<file path="src/hdl/box_filter_downscaler_assert.svh">
// ----------------------------------------------------------------------------
// Box filter downscaler assertion macros
// Clocked on clock, disabled while reset is high.
// ----------------------------------------------------------------------------
`ifndef BOX_FILTER_DOWNSCALER_ASSERT_SVH
`define BOX_FILTER_DOWNSCALER_ASSERT_SVH

// property must hold at every clock edge out of reset
`define BFD_ASSERT(label, prop, msg) \
   label: assert property (@(posedge clock) disable iff (reset) prop) \
      else $error(msg);

// expression must never be true out of reset
`define BFD_ASSERT_NEVER(label, expr, msg) \
   label: assert property (@(posedge clock) disable iff (reset) !(expr)) \
      else $error(msg);

`endif

</file>
<file path="src/hdl/bfd_pkg.sv">
// ----------------------------------------------------------------------------
// bfd_pkg
// Shared types and constants of the box filter downscaler.
// ----------------------------------------------------------------------------
`default_nettype none

package bfd_pkg;

   localparam int PIX_W       = 8;
   localparam int CHAN_N      = 4;
   localparam int SIZE_W      = 14;
   localparam int POS_W       = 13;
   localparam int TGT_W_REG_W = 12;
   localparam int CSR_INDEX_W = 3;
   localparam int CSR_DATA_W  = 14;
   localparam int QUEUE_DEPTH = 8;
   localparam int QPTR_W      = $clog2(QUEUE_DEPTH);
   localparam int QCNT_W      = $clog2(QUEUE_DEPTH + 1);

   localparam logic [SIZE_W-1:0] SOURCE_LIMIT = 14'd8192;

   localparam logic [CSR_INDEX_W-1:0] REG_SOURCE_WIDTH  = 3'd0;
   localparam logic [CSR_INDEX_W-1:0] REG_SOURCE_HEIGHT = 3'd1;
   localparam logic [CSR_INDEX_W-1:0] REG_TARGET_WIDTH  = 3'd2;
   localparam logic [CSR_INDEX_W-1:0] REG_TARGET_HEIGHT = 3'd3;
   localparam logic [CSR_INDEX_W-1:0] REG_FOUR_CHANNELS = 3'd4;

   typedef struct packed {
      logic [PIX_W-1:0] in_chan0;
      logic [PIX_W-1:0] in_chan1;
      logic [PIX_W-1:0] in_chan2;
      logic [PIX_W-1:0] in_chan3;
   } req_type;

   typedef struct packed {
      logic [PIX_W-1:0] out_chan0;
      logic [PIX_W-1:0] out_chan1;
      logic [PIX_W-1:0] out_chan2;
      logic [PIX_W-1:0] out_chan3;
      logic             image_done;
   } rsp_type;

   typedef struct packed {
      logic busy;
      logic restart;
   } ctl_type;

   typedef enum logic [2:0] {
      SU_LOAD,
      SU_SCALE,
      SU_AREA,
      SU_RECIP,
      SU_IDLE
   } setup_state_type;

endpackage

`default_nettype wire

</file>
<file path="src/hdl/bfd_setup.sv">
// ----------------------------------------------------------------------------
// bfd_setup
// Config registers, scale search, box area and area reciprocal.
// ----------------------------------------------------------------------------
`default_nettype none
`include "box_filter_downscaler_assert.svh"

module bfd_setup #(
   parameter int MAX_TARGET_WIDTH = 2048,
   parameter int MAX_SCALE        = 16
) (
   input  wire logic                               clock,
   input  wire logic                               reset,
   input  wire logic                               csr_valid,
   output      logic                               csr_ready,
   input  wire logic [bfd_pkg::CSR_INDEX_W-1:0]    csr_index,
   input  wire logic [bfd_pkg::CSR_DATA_W-1:0]     csr_data,
   output      bfd_pkg::ctl_type                   ctl,
   output      logic [bfd_pkg::SIZE_W-1:0]         src_w,
   output      logic [bfd_pkg::SIZE_W-1:0]         src_h,
   output      logic [bfd_pkg::SIZE_W-1:0]         cover_w,
   output      logic [bfd_pkg::SIZE_W-1:0]         cover_h,
   output      logic [$clog2(MAX_SCALE+1)-1:0]     scale_w,
   output      logic [$clog2(MAX_SCALE+1)-1:0]     scale_h,
   output      logic [$clog2(MAX_SCALE*MAX_SCALE+1)-1:0] area,
   output      logic [$clog2(((1 << bfd_pkg::PIX_W) - 1) * MAX_SCALE * MAX_SCALE + 1):0]
                                                   recip,
   output      logic                               four_channels
);
   import bfd_pkg::*;

   localparam int SC_W   = $clog2(MAX_SCALE + 1);
   localparam int AREA_W = $clog2(MAX_SCALE * MAX_SCALE + 1);
   localparam int SUM_W  = $clog2(((1 << PIX_W) - 1) * MAX_SCALE * MAX_SCALE + 1);
   localparam int RCP_W  = SUM_W + 1;
   localparam int CNT_W  = $clog2(SUM_W + 1);
   localparam logic [SIZE_W-1:0] MTW_SZ   = SIZE_W'(MAX_TARGET_WIDTH);
   localparam logic [SC_W-1:0]   SCALE_MX = SC_W'(MAX_SCALE);
   localparam logic [CNT_W-1:0]  CNT_TOP  = CNT_W'(SUM_W);

   logic [SIZE_W-1:0]      src_w_ff, src_h_ff, tgt_h_ff;
   logic [TGT_W_REG_W-1:0] tgt_w_ff;
   logic                   four_ff;
   logic                   write_hit;

   setup_state_type state_ff, state_in;

   logic [SIZE_W-1:0] sw_eff, sh_eff, tw_eff, th_eff, tw_raw;
   logic [SIZE_W-1:0] sw_ff, sh_ff, tw_ff, th_ff;
   logic [SIZE_W-1:0] acc_w_ff, acc_h_ff;
   logic [SC_W-1:0]   k_w_ff, k_h_ff;
   logic [SIZE_W:0]   acc_w_next, acc_h_next;
   logic              adv_w, adv_h;
   logic [AREA_W-1:0] area_ff, rem_ff, rem_in;
   logic [AREA_W:0]   trial;
   logic              trial_ge;
   logic [RCP_W-1:0]  q_ff;
   logic [CNT_W-1:0]  cnt_ff;

   assign csr_ready = 1'b1;

   always_comb begin
      case (csr_index)
         REG_SOURCE_WIDTH, REG_SOURCE_HEIGHT, REG_TARGET_WIDTH,
         REG_TARGET_HEIGHT, REG_FOUR_CHANNELS: write_hit = csr_valid;
         default: write_hit = 1'b0;
      endcase
   end

   always_ff @(posedge clock) begin
      if (reset) begin
         src_w_ff <= SIZE_W'(1);
         src_h_ff <= SIZE_W'(1);
         tgt_w_ff <= TGT_W_REG_W'(1);
         tgt_h_ff <= SIZE_W'(1);
         four_ff  <= 1'b1;
      end else if (csr_valid && csr_ready) begin
         case (csr_index)
            REG_SOURCE_WIDTH:  src_w_ff <= csr_data[SIZE_W-1:0];
            REG_SOURCE_HEIGHT: src_h_ff <= csr_data[SIZE_W-1:0];
            REG_TARGET_WIDTH:  tgt_w_ff <= csr_data[TGT_W_REG_W-1:0];
            REG_TARGET_HEIGHT: tgt_h_ff <= csr_data[SIZE_W-1:0];
            REG_FOUR_CHANNELS: four_ff  <= csr_data[0];
            default: ;
         endcase
      end
   end

   always_comb begin
      if (src_w_ff == '0)               sw_eff = SIZE_W'(1);
      else if (src_w_ff > SOURCE_LIMIT) sw_eff = SOURCE_LIMIT;
      else                              sw_eff = src_w_ff;
      if (src_h_ff == '0)               sh_eff = SIZE_W'(1);
      else if (src_h_ff > SOURCE_LIMIT) sh_eff = SOURCE_LIMIT;
      else                              sh_eff = src_h_ff;
      tw_raw = SIZE_W'(tgt_w_ff);
      if (tw_raw == '0)        tw_eff = SIZE_W'(1);
      else if (tw_raw > sw_eff) tw_eff = sw_eff;
      else                     tw_eff = tw_raw;
      if (tw_eff > MTW_SZ)     tw_eff = MTW_SZ;
      if (tgt_h_ff == '0)        th_eff = SIZE_W'(1);
      else if (tgt_h_ff > sh_eff) th_eff = sh_eff;
      else                       th_eff = tgt_h_ff;
   end

   assign acc_w_next = {1'b0, acc_w_ff} + {1'b0, tw_ff};
   assign acc_h_next = {1'b0, acc_h_ff} + {1'b0, th_ff};
   assign adv_w      = (k_w_ff < SCALE_MX) && (acc_w_next <= {1'b0, sw_ff});
   assign adv_h      = (k_h_ff < SCALE_MX) && (acc_h_next <= {1'b0, sh_ff});

   assign trial    = {rem_ff, (cnt_ff == CNT_TOP)};
   assign trial_ge = trial >= {1'b0, area_ff};
   assign rem_in   = trial_ge ? AREA_W'(trial - {1'b0, area_ff}) : AREA_W'(trial);

   always_ff @(posedge clock) begin
      if (reset) begin
         state_ff <= SU_LOAD;
      end else begin
         state_ff <= state_in;
      end
   end

   always_comb begin
      state_in = state_ff;
      case (state_ff)
         SU_LOAD:  state_in = SU_SCALE;
         SU_SCALE: if (!adv_w && !adv_h) state_in = SU_AREA;
         SU_AREA:  state_in = SU_RECIP;
         SU_RECIP: if (cnt_ff == '0) state_in = SU_IDLE;
         SU_IDLE:  state_in = SU_IDLE;
         default:  state_in = SU_LOAD;
      endcase
      if (write_hit) state_in = SU_LOAD;
   end

   always_ff @(posedge clock) begin
      case (state_ff)
         SU_LOAD: begin
            sw_ff    <= sw_eff;
            sh_ff    <= sh_eff;
            tw_ff    <= tw_eff;
            th_ff    <= th_eff;
            acc_w_ff <= tw_eff;
            acc_h_ff <= th_eff;
            k_w_ff   <= SC_W'(1);
            k_h_ff   <= SC_W'(1);
         end
         SU_SCALE: begin
            if (adv_w) begin
               acc_w_ff <= acc_w_next[SIZE_W-1:0];
               k_w_ff   <= k_w_ff + SC_W'(1);
            end
            if (adv_h) begin
               acc_h_ff <= acc_h_next[SIZE_W-1:0];
               k_h_ff   <= k_h_ff + SC_W'(1);
            end
         end
         SU_AREA: begin
            area_ff <= AREA_W'((2 * SC_W)'(k_w_ff) * (2 * SC_W)'(k_h_ff));
            rem_ff  <= '0;
            q_ff    <= '0;
            cnt_ff  <= CNT_TOP;
         end
         SU_RECIP: begin
            rem_ff <= rem_in;
            q_ff   <= {q_ff[RCP_W-2:0], trial_ge};
            cnt_ff <= cnt_ff - CNT_W'(1);
         end
         default: ;
      endcase
   end

   assign ctl.busy      = (state_ff != SU_IDLE);
   assign ctl.restart   = write_hit;
   assign src_w         = sw_ff;
   assign src_h         = sh_ff;
   assign cover_w       = acc_w_ff;
   assign cover_h       = acc_h_ff;
   assign scale_w       = k_w_ff;
   assign scale_h       = k_h_ff;
   assign area          = area_ff;
   assign recip         = q_ff;
   assign four_channels = four_ff;

   `BFD_ASSERT(a_recip_ready, !ctl.busy |-> (area_ff != '0) && (q_ff != '0), "setup idle with zero area or reciprocal")

endmodule

`default_nettype wire

</file>
<file path="config.mk">
export PLATFORM = sky130hd
export DESIGN_NAME = bfd_setup
export DESIGN_NICKNAME = d
export VERILOG_FILES = /design/src/hdl/bfd_pkg.sv /design/src/hdl/bfd_setup.sv
export VERILOG_INCLUDE_DIRS = /design/src /design/src/hdl
export SDC_FILE = /design/constraint.sdc
export NUM_CORES = 1
export LEC_CHECK = 0
export BUFFER_PORTS_ARGS = -buffer_cell sky130_fd_sc_hd__buf_2
export CAP_MARGIN = 20
export CORE_ASPECT_RATIO = 1.1
export CORE_UTILIZATION = 52
export CTS_CLUSTER_SIZE = 40
export DETAILED_ROUTE_END_ITERATION = 8
export PLACE_DENSITY = 0.74
export REMOVE_ABC_BUFFERS = 1
export SLEW_MARGIN = 20
export SYNTH_ARGS = -nofsm -noshare
export SYNTH_HDL_FRONTEND = slang
export SYNTH_SLANG_ARGS = --single-unit
</file>
<file path="constraint.sdc">
create_clock -name clock -period 4.2 [get_ports clock]
set_clock_uncertainty 0.05 [all_clocks]
set_input_delay 0.42 -clock clock [delete_from_list [all_inputs] [get_ports clock]]
set_output_delay 0.42 -clock clock [all_outputs]
set_load 0.02 [all_outputs]
</file>
==> metrics.log, run 1 <==
[metrics] run status: finished, final reports clean
[metrics] netlist area before placement: about 12000 sq um
[metrics] number of detailed-routing iterations run before antenna repair: 6
[metrics] final design area excluding fillers: approximately 13000 sq um
[metrics] prevailing post-synth register cell: sky130_fd_sc_hd__edfxtp_1
[metrics] CTS root buffer: sky130_fd_sc_hd__clkbuf_16
[metrics] maximum VDD drop: about 0.37 mV
[metrics] Sinks on Clock Net: between 150 and 200
[metrics] share of the clock period used by the worst path: 94.4%
[metrics] final core occ: 60.2%
[metrics] row count: 57
[metrics] post-route insts no fill: between 1500 and 2000
[metrics] Synth area leaders: sky130_fd_sc_hd__edfxtp_1 34%, sky130_fd_sc_hd__ha_1 12%, sky130_fd_sc_hd__dfxtp_1 9.9%
[metrics] vias per inst: between 5 and 6
[metrics] DR DRC count: 0
[metrics] maximum number of pins on one net before global-route repair: 57
[metrics] initial core utilization: about 53%
[metrics] slew of the pin with the lowest slew margin: ~0.98 ns
[metrics] number of buffers inserted by port buffering: roughly 110
[metrics] final wirelength: between 20 and 30 mm
[metrics] io pins: ~120
[metrics] number of pins exceeding their max-slew limit in the final report: 0
[metrics] initial antenna violation count: 0
[metrics] share of post-route cells with drive strength above 1: about 15%
[metrics] required time worst endpoint: 4.31 ns
[metrics] number of enable flip-flop cells after synthesis: 134
[metrics] CTS H-Tree Depth: 4
[metrics] cell area reported after detailed placement: around 13000 sq um
[metrics] Max Clk Rate: between 200 and 300 MHz
[metrics] Starting DRT DRC Count: 570
[metrics] critical path launch point type: flip-flop
[metrics] Static Leak: 5.89 nW
[metrics] Critical Path AT: just over 4 ns
[metrics] total CTS buffers: 17
[metrics] drt wl/cell: approximately 17 microns
[metrics] count of antenna-violating nets left after detailed routing: 0
[metrics] max reg flops: 17
[metrics] total of flip-flops plus latches after synthesis: around 190
[metrics] most used standard cell by instance count after synthesis: sky130_fd_sc_hd__nand2_1
[metrics] number of instances in the synthesized netlist: 1205
[metrics] antenna diode count: 0
[metrics] placed cell count: between 1500 and 2000
[metrics] Max Root-Sink Buffers: 2
[metrics] Yosys top cell by area: sky130_fd_sc_hd__edfxtp_1
[metrics] half-perimeter wire length after detailed placement: approximately 22 mm
[metrics] via count of the first global-routing pass: roughly 9000
[metrics] Relative slew margins: a little over a third
[metrics] core area: around 22000 sq um
[metrics] classification of the worst setup path: reg -> reg
[metrics] overall overflow remaining after global route: 0
[metrics] floorplan die height: roughly 160 microns
[metrics] total routing resource utilization after global routing: 24.9%
[metrics] Critical Path End Type: flip-flop
[metrics] class of the worst hold path: in -> reg
[metrics] Post-synth top cells: 169 x sky130_fd_sc_hd__nand2_1, 134 x sky130_fd_sc_hd__edfxtp_1, 111 x sky130_fd_sc_hd__ha_1
[metrics] mean instance size in the synthesized netlist: 9.70 sq um
[metrics] first-pass GRT wire length: between 40 and 50 mm
[metrics] Unique masters post-synth: 68
[metrics] number of warnings issued by yosys: 0
[metrics] Tmin final: ~4.0 ns
[metrics] clock tree from TritonCTS: done
[metrics] share of synthesized flip-flops with an asynchronous set or reset: 0%
[metrics] power per cell area: 682 nW/um^2
[metrics] total of max-cap violations: 0
[metrics] vias after detailed routing: around 9300
[metrics] sequential area share after synthesis: approximately 44%
[metrics] Post-CTS Hold Fix Bufs: 0
[metrics] Layout Nets: between 1000 and 1500
[metrics] setup violation total in the final timing report: 0
[metrics] Final Hold Fails: 0
[metrics] worst-skew pair later-pin latency: 0.44 ns
[metrics] Chip Width: approximately 140 microns
[metrics] largest fanout on the critical path: 5
[metrics] final weighted congestion in routability-driven placement: about 0.92
[metrics] clock transition at the registers of the reported paths: around 0.07 ns
[metrics] Yosys top cell area share: roughly a third
[metrics] overall die area: 23100 sq um
[metrics] Area growth syn-to-layout: 13.9%
[metrics] RSZ-0062 raised after global routing: no
area by class of cell:
type / instances / area, sq um
clock buffers: 24 / 546
clock inverters: 8 / 60.1
fillers: 1919 / 8790
inverters: 101 / 379
multi-input cells: 872 / 6050
flip-flops and latches: 192 / 5180
well taps: 295 / 369
repair buffers: 130 / 728
worst paths after layout:
path                            cells past startpoint         start  slack, ns            to
worst max-delay path                               17    cover_w[0]       0.23    scale_w[0]
worst min-delay path                                3  csr_data[13]       0.21  src_w_ff[13]
worst max register to register                     17    cover_w[0]       0.23    scale_w[0]
worst min register to register                      2   src_w_ff[2]       0.42   src_w_ff[2]
what timing repair did:
action,CTS,global route
resized for setup,1,17
endpoints found under the setup margin,19,39
pin swaps,0,7
buffers inserted,0,1
gates cloned,0,2
report_power, final:
group	internal [mW]	total, mW	switching (mW)
clock network	0.918	1.63	0.707
registers	2.62	2.92	0.300
logic	1.82	4.54	2.72
total	5.36	9.09	3.73
layer usage:
layer / vias to the layer above / part of all wire, % / global-route usage (%)
met5: - / 0 / 0
met4: 0 / 3.0 / 9.53
met3: 55 / 5.1 / 4.24
met2: 267 / 48 / 42.4
met1: 4408 / 44 / 31.7
li1: 4562 / - / -
worst max-delay path, stage by stage, from the launching register on:
cell                        delay, ns
sky130_fd_sc_hd__edfxtp_1        0.42
sky130_fd_sc_hd__ha_4            0.19
sky130_fd_sc_hd__inv_1           0.06
sky130_fd_sc_hd__fa_2            0.21
sky130_fd_sc_hd__nor2b_1         0.08
sky130_fd_sc_hd__o31ai_4         0.31
sky130_fd_sc_hd__a21oi_2         0.11
sky130_fd_sc_hd__o31a_1          0.31
sky130_fd_sc_hd__o21a_1          0.19
sky130_fd_sc_hd__nor2_1          0.12
sky130_fd_sc_hd__ha_1            0.26
sky130_fd_sc_hd__a21o_1          0.18
sky130_fd_sc_hd__a21o_1          0.21
sky130_fd_sc_hd__a2111oi_4       0.31
sky130_fd_sc_hd__a211o_1         0.17
sky130_fd_sc_hd__o211ai_1        0.13
sky130_fd_sc_hd__nand2_2         0.21
sky130_fd_sc_hd__clkbuf_16       0.18
through the flow:
step / setup TNS, ns / setup slack [ns] / hold WS [ns] / power (mW)
floorplan: 0 / 0.0153 / 0.383 / 5.99
global placement: 0 / 0.104 / 0.404 / 7.13
detailed placement: -1.11 / -0.0589 / 0.412 / 7.27
CTS: 0 / 0.0443 / 0.197 / 8.91
global route: 0 / 0.00908 / 0.210 / 9.76
finish: 0 / 0.233 / 0.206 / 9.09
cell usage in the layout (no fill, tap or decap), types with 6 or more instances in the layout:
master | Yosys | final
sky130_fd_sc_hd__nor3_1 | 27 | 26
sky130_fd_sc_hd__nand2_1 | 169 | 168
sky130_fd_sc_hd__o21ai_0 | 43 | 42
sky130_fd_sc_hd__a211o_1 | 7 | 7
sky130_fd_sc_hd__nand2b_1 | 13 | 13
sky130_fd_sc_hd__buf_2 | 2 | 114
sky130_fd_sc_hd__mux2_2 | 11 | 11
sky130_fd_sc_hd__a211oi_1 | 12 | 11
sky130_fd_sc_hd__dfxtp_1 | 58 | 58
sky130_fd_sc_hd__o31ai_1 | 11 | 10
sky130_fd_sc_hd__xor2_1 | 10 | 10
sky130_fd_sc_hd__nand3b_1 | 6 | 6
sky130_fd_sc_hd__inv_1 | 101 | 101
sky130_fd_sc_hd__or2_2 | 7 | 7
sky130_fd_sc_hd__a21oi_1 | 93 | 91
sky130_fd_sc_hd__buf_4 | 3 | 12
sky130_fd_sc_hd__edfxtp_1 | 134 | 134
sky130_fd_sc_hd__nor2b_1 | 18 | 16
sky130_fd_sc_hd__nand3_1 | 26 | 26
sky130_fd_sc_hd__o21a_1 | 13 | 13
sky130_fd_sc_hd__nand4_1 | 9 | 9
sky130_fd_sc_hd__and2_1 | 20 | 20
sky130_fd_sc_hd__and3_1 | 25 | 25
sky130_fd_sc_hd__a31oi_1 | 14 | 14
sky130_fd_sc_hd__fa_1 | 11 | 10
sky130_fd_sc_hd__clkbuf_16 | 0 | 21
sky130_fd_sc_hd__nor4_1 | 9 | 9
sky130_fd_sc_hd__a21o_1 | 23 | 23
sky130_fd_sc_hd__a22o_1 | 9 | 9
sky130_fd_sc_hd__and4_1 | 6 | 6
sky130_fd_sc_hd__xnor2_1 | 29 | 29
sky130_fd_sc_hd__ha_1 | 111 | 110
sky130_fd_sc_hd__nor2_1 | 65 | 65
sky130_fd_sc_hd__a221o_1 | 9 | 9
cell families after synthesis:
| logic type | count (synthesis) | share of synthesized area [%] |
|---|---|---|
| compound gates | 271 | 15.1 |
| other cells | 2 | 0.0642 |
| buf+inv | 142 | 4.74 |
| fa+ha+maj | 122 | 13.8 |
| simple gates | 419 | 17.3 |
| mux | 18 | 1.83 |
| flops | 192 | 44.3 |
| xor+xnor | 39 | 2.92 |
No activity file was read; power rests on OpenSTA's default activity.
==> run 2: changes to the inputs <==
- PLACE_DENSITY: 0.74 -> 0.72
- clock period: 4.2 -> 4.5 ns (I/O delays scaled with it)
==> run 2 against run 1 <==
  * Total power fell by 8.5%
  * Routed wire length down 2.0%
  * Critical path depth fell by 2
  * Fmax fell by 3.4%
  * Combinational power down 11%
  * Sequential power shrank 6%
  * Die area unchanged
  * Clock power is 5% lower
  * Sequential share of layout area up 0.46 points
  * Utilization is 0.70 points lower
  * Sequential cell count unchanged
  * Worst hold slack gained 0.036 ns
==> metrics.log, run 2 (same netlist as run 1, synthesis figures left out) <==
[metrics] critical path launch point type: flip-flop
[metrics] number of buffers inserted by port buffering: 114
[metrics] maximum number of pins on one net before global-route repair: between 50 and 60
[metrics] CTS H-Tree Depth: 4
[metrics] Critical Path AT: about 4.2 ns
[metrics] core area: 22100 sq um
[metrics] vias after detailed routing: between 9000 and 10000
[metrics] Chip Width: around 140 microns
[metrics] power per cell area: approximately 630 nW/um^2
[metrics] final core occ: between 50% and 60%
[metrics] share of post-route cells with drive strength above 1: about 14%
[metrics] Relative slew margins: around a third
[metrics] Clk pwr share: between 10% and 20%
[metrics] number of pins exceeding their max-slew limit in the final report: 0
[metrics] slew of the pin with the lowest slew margin: approximately 0.97 ns
[metrics] class of the worst hold path: in -> reg
[metrics] half-perimeter wire length after detailed placement: about 21 mm
[metrics] Static Leak: 5.83 nW
[metrics] clock transition at the registers of the reported paths: around 0.08 ns
[metrics] Sinks on Clock Net: around 190
[metrics] Cell Int Power: approximately 5 mW
[metrics] Layout Nets: 1447
[metrics] met3 global-route usage: under 10%
[metrics] P_sw: 3.42 mW
[metrics] final design area excluding fillers: roughly 13000 sq um
[metrics] Post-CTS Hold Fix Bufs: 0
[metrics] CP Cell Sequence: ha_1, inv_1, fa_1, nor2b_1, o21ai_0, a211oi_2, o31ai_1, xnor2_1, ha_1, a21oi_1, o221ai_1, o41ai_1, o2111ai_1, nand2_2, buf_4
[metrics] floorplan die height: between 150 and 200 microns
[metrics] worst-skew pair later-pin latency: approximately 0.44 ns
[metrics] switching share of total power: a little over 40%
[metrics] CP dominant cell by count: sky130_fd_sc_hd__ha_1
[metrics] final wirelength: between 20 and 30 mm
[metrics] initial core utilization: between 50% and 60%
[metrics] maximum VDD drop: roughly 0.43 mV
[metrics] sequential share of power: 32.9%
[metrics] kind of cell adding the most delay to the critical path: compound AO/OA/AOI/OAI gates
[metrics] run status: finished, final reports clean
[metrics] antenna diode count: 0
[metrics] overall die area: roughly 23000 sq um
[metrics] via count of the first global-routing pass: 8919
[metrics] overall overflow remaining after global route: 0
[metrics] Critical Path End Type: flip-flop
[metrics] initial antenna violation count: 0
[metrics] first-pass GRT wire length: approximately 45 mm
[metrics] RSZ-0062 raised after global routing: no
[metrics] Max Root-Sink Buffers: 2
[metrics] Starting DRT DRC Count: 568
[metrics] required time worst endpoint: about 4.6 ns
[metrics] slowest CP cell: sky130_fd_sc_hd__o41ai_1
[metrics] drt wl/cell: roughly 17 microns
[metrics] number of buffers and inverters on the critical path: 2
[metrics] largest fanout on the critical path: 8
[metrics] vias per inst: 5.74
[metrics] Post-CTS Setup Bufs: 0
[metrics] GRT met1 Usage: about 32%
[metrics] setup violation total in the final timing report: 0
[metrics] classification of the worst setup path: reg -> reg
[metrics] clock tree from TritonCTS: done
[metrics] Final TNS setup: 0 ns
[metrics] total CTS buffers: 17
[metrics] leading cell type in the layout, fill and taps excluded: sky130_fd_sc_hd__nand2_1
[metrics] DR DRC count: 0
[metrics] GR peak layer: met2
[metrics] Final Hold Fails: 0
[metrics] Max Clk Rate: roughly 240 MHz
[metrics] cell area reported after detailed placement: roughly 13000 sq um
[metrics] share of the clock period used by the worst path: between 90% and 100%
[metrics] row count: between 50 and 60
[metrics] total routing resource utilization after global routing: ~24%
[metrics] total of max-cap violations: 0
[metrics] commonest cells after routing, fill and taps aside: 168 x sky130_fd_sc_hd__nand2_1, 134 x sky130_fd_sc_hd__edfxtp_1, 114 x sky130_fd_sc_hd__buf_2
[metrics] CTS root buffer: sky130_fd_sc_hd__clkbuf_16
[metrics] Area growth syn-to-layout: 12.6%
[metrics] max reg flops: 17
[metrics] Crit path largest cell delay: between 0.4 and 0.5 ns
[metrics] count of antenna-violating nets left after detailed routing: 0
[metrics] io pins: roughly 120
[metrics] final weighted congestion in routability-driven placement: roughly 0.94
[metrics] Tmin final: around 4 ns
[metrics] grt met2 use: 40.7%
[metrics] fraction of power consumed by combinational cells: 48.4%
[metrics] number of detailed-routing iterations run before antenna repair: 6
==> run 2: stage by stage <==
stage                     setup WS, ns  hold slack (ns)  power (mW)  instances
final                            0.395            0.242        8.32       1613
after detailed placement         0.243            0.415        6.75       1581
after global placement           0.361            0.407        6.63       1581
after floorplan                  0.315            0.383        5.59       1165
after global routing            0.0865            0.238        8.90       1613
after CTS                        0.207            0.228        8.31       1613
==> run 2: worst reg2reg max path, stage by stage, from the launching register on <==
cell and delay, ns:
sky130_fd_sc_hd__edfxtp_1 0.35, sky130_fd_sc_hd__ha_1 0.20, sky130_fd_sc_hd__inv_1 0.06, sky130_fd_sc_hd__fa_1 0.40, sky130_fd_sc_hd__nor2b_1 0.20, sky130_fd_sc_hd__o21ai_0 0.14
sky130_fd_sc_hd__a211oi_2 0.29, sky130_fd_sc_hd__o31ai_1 0.16, sky130_fd_sc_hd__xnor2_1 0.22, sky130_fd_sc_hd__ha_1 0.29, sky130_fd_sc_hd__a21oi_1 0.15, sky130_fd_sc_hd__o221ai_1 0.14
sky130_fd_sc_hd__o41ai_1 0.41, sky130_fd_sc_hd__o2111ai_1 0.28, sky130_fd_sc_hd__nand2_2 0.26, sky130_fd_sc_hd__buf_4 0.22
==> run 2: timing repair <==
item | in CTS | in global routing
hold endpoints to repair | 0 | 0
setup endpoints to repair | 0 | 33
gates resized for setup | 0 | 3
==> run 2: cell type report <==
type                            instances  area [sq um]
Clock buffer                           21           514
Clock inverter                         11           100
Fill cell                            1933          8950
Sequential cell                       192          5180
Multi-Input combinational cell        872          5980
Inverter                              101           379
Tap cell                              295           369
Timing Repair Buffer                  121           636
==> run 2: path summary, 6_finish.rpt <==
path           startpoint           end  slack [ns]  cells past startpoint
min reg2reg   src_w_ff[5]   src_w_ff[5]        0.42                      2
max reg2reg    cover_h[0]    cover_h[6]        0.40                     15
max            cover_h[0]    cover_h[6]        0.40                     15
min          csr_data[13]  src_w_ff[13]        0.24                      3
==> run 2: power by group through the flow <==
stage          registers (mW)  logic (mW)  clock network [mW]
2_1_floorplan            3.03        2.55                   0
4_1_cts                  2.75        4.00                1.56
3_3_place_gp             2.77        3.87                   0
5_1_grt                  2.79        4.48                1.63
3_5_place_dp             2.78        3.97                   0
6_report                 2.74        4.03                1.55
==> run 2: metal layers <==
layer | part of all wire, % | vias up
met5 | 0 | -
met4 | 2.8 | 0
met3 | 5.5 | 47
met2 | 48 | 288
met1 | 44 | 4392
li1 | - | 4524
==> run 3: changes to the inputs <==
- CELL_PAD_IN_SITES_DETAIL_PLACEMENT: unset -> 0
- CELL_PAD_IN_SITES_GLOBAL_PLACEMENT: unset -> 1
- CORE_UTILIZATION: 52 -> 47
- PLACE_DENSITY: 0.72 -> 0.81
==> run 3 against run 2 <==
  * The run now ends with design-rule violations left
  * Clock power decreased by 6%
  * Cell count rose by 1.1%
  * Sequential power barely moved
  * Global-route usage decreased by 1.3 points
  * Sequential cell count unchanged
  * Worst hold slack improved by 0.0031 ns
  * Via count decreased by 2.0%
  * Register-to-register slack about the same
==> metrics.log, run 3 (same netlist as run 1, synthesis figures left out) <==
[metrics] floorplan die height: between 150 and 200 microns
[metrics] share of the clock period used by the worst path: 91.3%
[metrics] slowest CP cell: sky130_fd_sc_hd__edfxtp_1
[metrics] Final TNS setup: 0 ns
[metrics] Post-CTS Setup Bufs: 0
[metrics] cell area reported after detailed placement: approximately 13000 sq um
[metrics] Static Leak: 5.83 nW
[metrics] largest fanout on the critical path: 19
[metrics] Critical Path AT: approximately 4.2 ns
[metrics] violated checks: design-rule violations
[metrics] maximum VDD drop: around 0.33 mV
[metrics] kind of cell adding the most delay to the critical path: compound AO/OA/AOI/OAI gates
[metrics] count of antenna-violating nets left after detailed routing: 0
[metrics] Sinks on Clock Net: 192
[metrics] Post-Place Worst Slack: around 0.24 ns
[metrics] share of post-route cells with drive strength above 1: 14.3%
[metrics] CTS H-Tree Depth: 4
[metrics] CP Cell Sequence: ha_1, inv_1, fa_1, nor2b_1, o31ai_2, a21oi_1, o31a_1, nor3_1, nor2_1, ha_1, a21o_1, a21o_1, a2111oi_0, a211o_1, o211ai_1, nand2_1, buf_12
[metrics] number of pins exceeding their max-slew limit in the final report: 0
[metrics] worst-skew pair later-pin latency: approximately 0.44 ns
[metrics] critical path launch point type: flip-flop
[metrics] Area growth syn-to-layout: 12.5%
[metrics] Chip Width: around 150 microns
[metrics] Starting DRT DRC Count: between 500 and 600
[metrics] initial antenna violation count: 0
[metrics] commonest cells after routing, fill and taps aside: 169 x sky130_fd_sc_hd__nand2_1, 134 x sky130_fd_sc_hd__edfxtp_1, 114 x sky130_fd_sc_hd__buf_2
[metrics] final weighted congestion in routability-driven placement: about 0.87
[metrics] total routing resource utilization after global routing: ~23%
[metrics] io pins: about 120
[metrics] leading cell type in the layout, fill and taps excluded: sky130_fd_sc_hd__nand2_1
[metrics] overall die area: between 20000 and 30000 sq um
[metrics] Relative slew margins: between 30 and 40%
[metrics] slew of the pin with the lowest slew margin: about 0.97 ns
[metrics] row count: 60
[metrics] run status: finished, violations left
[metrics] Critical Path End Type: flip-flop
[metrics] PnR worst setup slack: about 0.39 ns
[metrics] Max Root-Sink Buffers: 2
[metrics] total CTS buffers: 17
[metrics] clock tree from TritonCTS: done
[metrics] half-perimeter wire length after detailed placement: 21.8 mm
[metrics] Post-CTS Hold Fix Bufs: 0
[metrics] placed cell count: 1600
[metrics] overall overflow remaining after global route: 0
[metrics] classification of the worst setup path: reg -> reg
[metrics] DR DRC count: 6
[metrics] max reg flops: 17
[metrics] first-pass GRT wire length: approximately 46 mm
[metrics] clock transition at the registers of the reported paths: roughly 0.070 ns
[metrics] vias per inst: roughly 5.6
[metrics] Layout Nets: around 1500
[metrics] final wirelength: roughly 29 mm
[metrics] required time worst endpoint: 4.59 ns
[metrics] CTS root buffer: sky130_fd_sc_hd__clkbuf_16
[metrics] post-route insts no fill: 1631
[metrics] drt wl/cell: around 18 microns
[metrics] class of the worst hold path: in -> reg
[metrics] core area: roughly 24000 sq um
[metrics] total of max-cap violations: 0
[metrics] Crit path largest cell delay: about 0.41 ns
[metrics] via count of the first global-routing pass: roughly 8800
[metrics] Final Hold Fails: 0
[metrics] Max Clk Rate: 243 MHz
[metrics] power per cell area: approximately 630 nW/um^2
[metrics] Tmin final: 4.11 ns
[metrics] number of detailed-routing iterations run before antenna repair: 9
[metrics] number of buffers and inverters on the critical path: 2
[metrics] maximum number of pins on one net before global-route repair: 57
[metrics] final design area excluding fillers: roughly 13000 sq um
[metrics] setup violation total in the final timing report: 0
[metrics] number of gates resized after cts: 0
[metrics] number of buffers inserted by port buffering: 114
[metrics] total power of the final layout: 8.25 mW
[metrics] initial core utilization: a little under half
[metrics] RSZ-0062 raised after global routing: no
[metrics] antenna diode count: 0
[metrics] vias after detailed routing: a little over 9000
[run 3: worst register-to-register path: stages, from the launching register on]
cell	delay, ns
sky130_fd_sc_hd__edfxtp_1	0.41
sky130_fd_sc_hd__ha_1	0.25
sky130_fd_sc_hd__inv_1	0.08
sky130_fd_sc_hd__fa_1	0.21
sky130_fd_sc_hd__nor2b_1	0.08
sky130_fd_sc_hd__o31ai_2	0.30
sky130_fd_sc_hd__a21oi_1	0.15
sky130_fd_sc_hd__o31a_1	0.31
sky130_fd_sc_hd__nor3_1	0.21
sky130_fd_sc_hd__nor2_1	0.07
sky130_fd_sc_hd__ha_1	0.29
sky130_fd_sc_hd__a21o_1	0.18
sky130_fd_sc_hd__a21o_1	0.18
sky130_fd_sc_hd__a2111oi_0	0.39
sky130_fd_sc_hd__a211o_1	0.20
sky130_fd_sc_hd__o211ai_1	0.13
sky130_fd_sc_hd__nand2_1	0.16
sky130_fd_sc_hd__buf_12	0.17
[run 3: stage by stage]
step           util (%)  hold WS (ns)
3_3_place_gp       51.4         0.406
5_1_grt            53.8         0.250
4_1_cts            53.7         0.229
2_1_floorplan         -         0.383
6_report           53.8         0.245
3_5_place_dp       51.4         0.417
[run 3: power breakdown]
group          leakage [nW]  total (mW)  switching [mW]  internal [mW]
Clock                 0.285        1.46           0.673          0.787
Combinational          3.71        4.06            2.45           1.61
Sequential             1.83        2.73           0.284           2.45
Total                  5.83        8.25            3.41           4.84
[run 3: worst paths after layout]
path	start	end	slack, ns	cells after the start
worst min register to register	src_h_ff[10]	src_h_ff[10]	0.42	2
worst max register to register	cover_w[0]	cover_w[1]	0.39	17
worst max-delay path	cover_w[0]	cover_w[1]	0.39	17
worst min-delay path	csr_data[13]	src_h_ff[13]	0.24	3
[run 3: routing by layer]
metal / share of wire (%) / vias to the layer above / GRT usage, %
li1: - / 4530 / -
met1: 46 / 4296 / 30.4
met5: 0 / - / 0
met3: 3.8 / 30 / 3.57
met2: 48 / 208 / 39.4
met4: 1.9 / 0 / 6.52
[run 3: cell type report]
| class | instances | area [sq um] |
|---|---|---|
| Inverter | 101 | 379 |
| Clock inverter | 10 | 92.6 |
| Fill cell | 2264 | 11300 |
| Tap cell | 310 | 388 |
| Timing Repair Buffer | 125 | 666 |
| Multi-Input combinational cell | 872 | 5980 |
| Sequential cell | 192 | 5180 |
| Clock buffer | 21 | 470 |
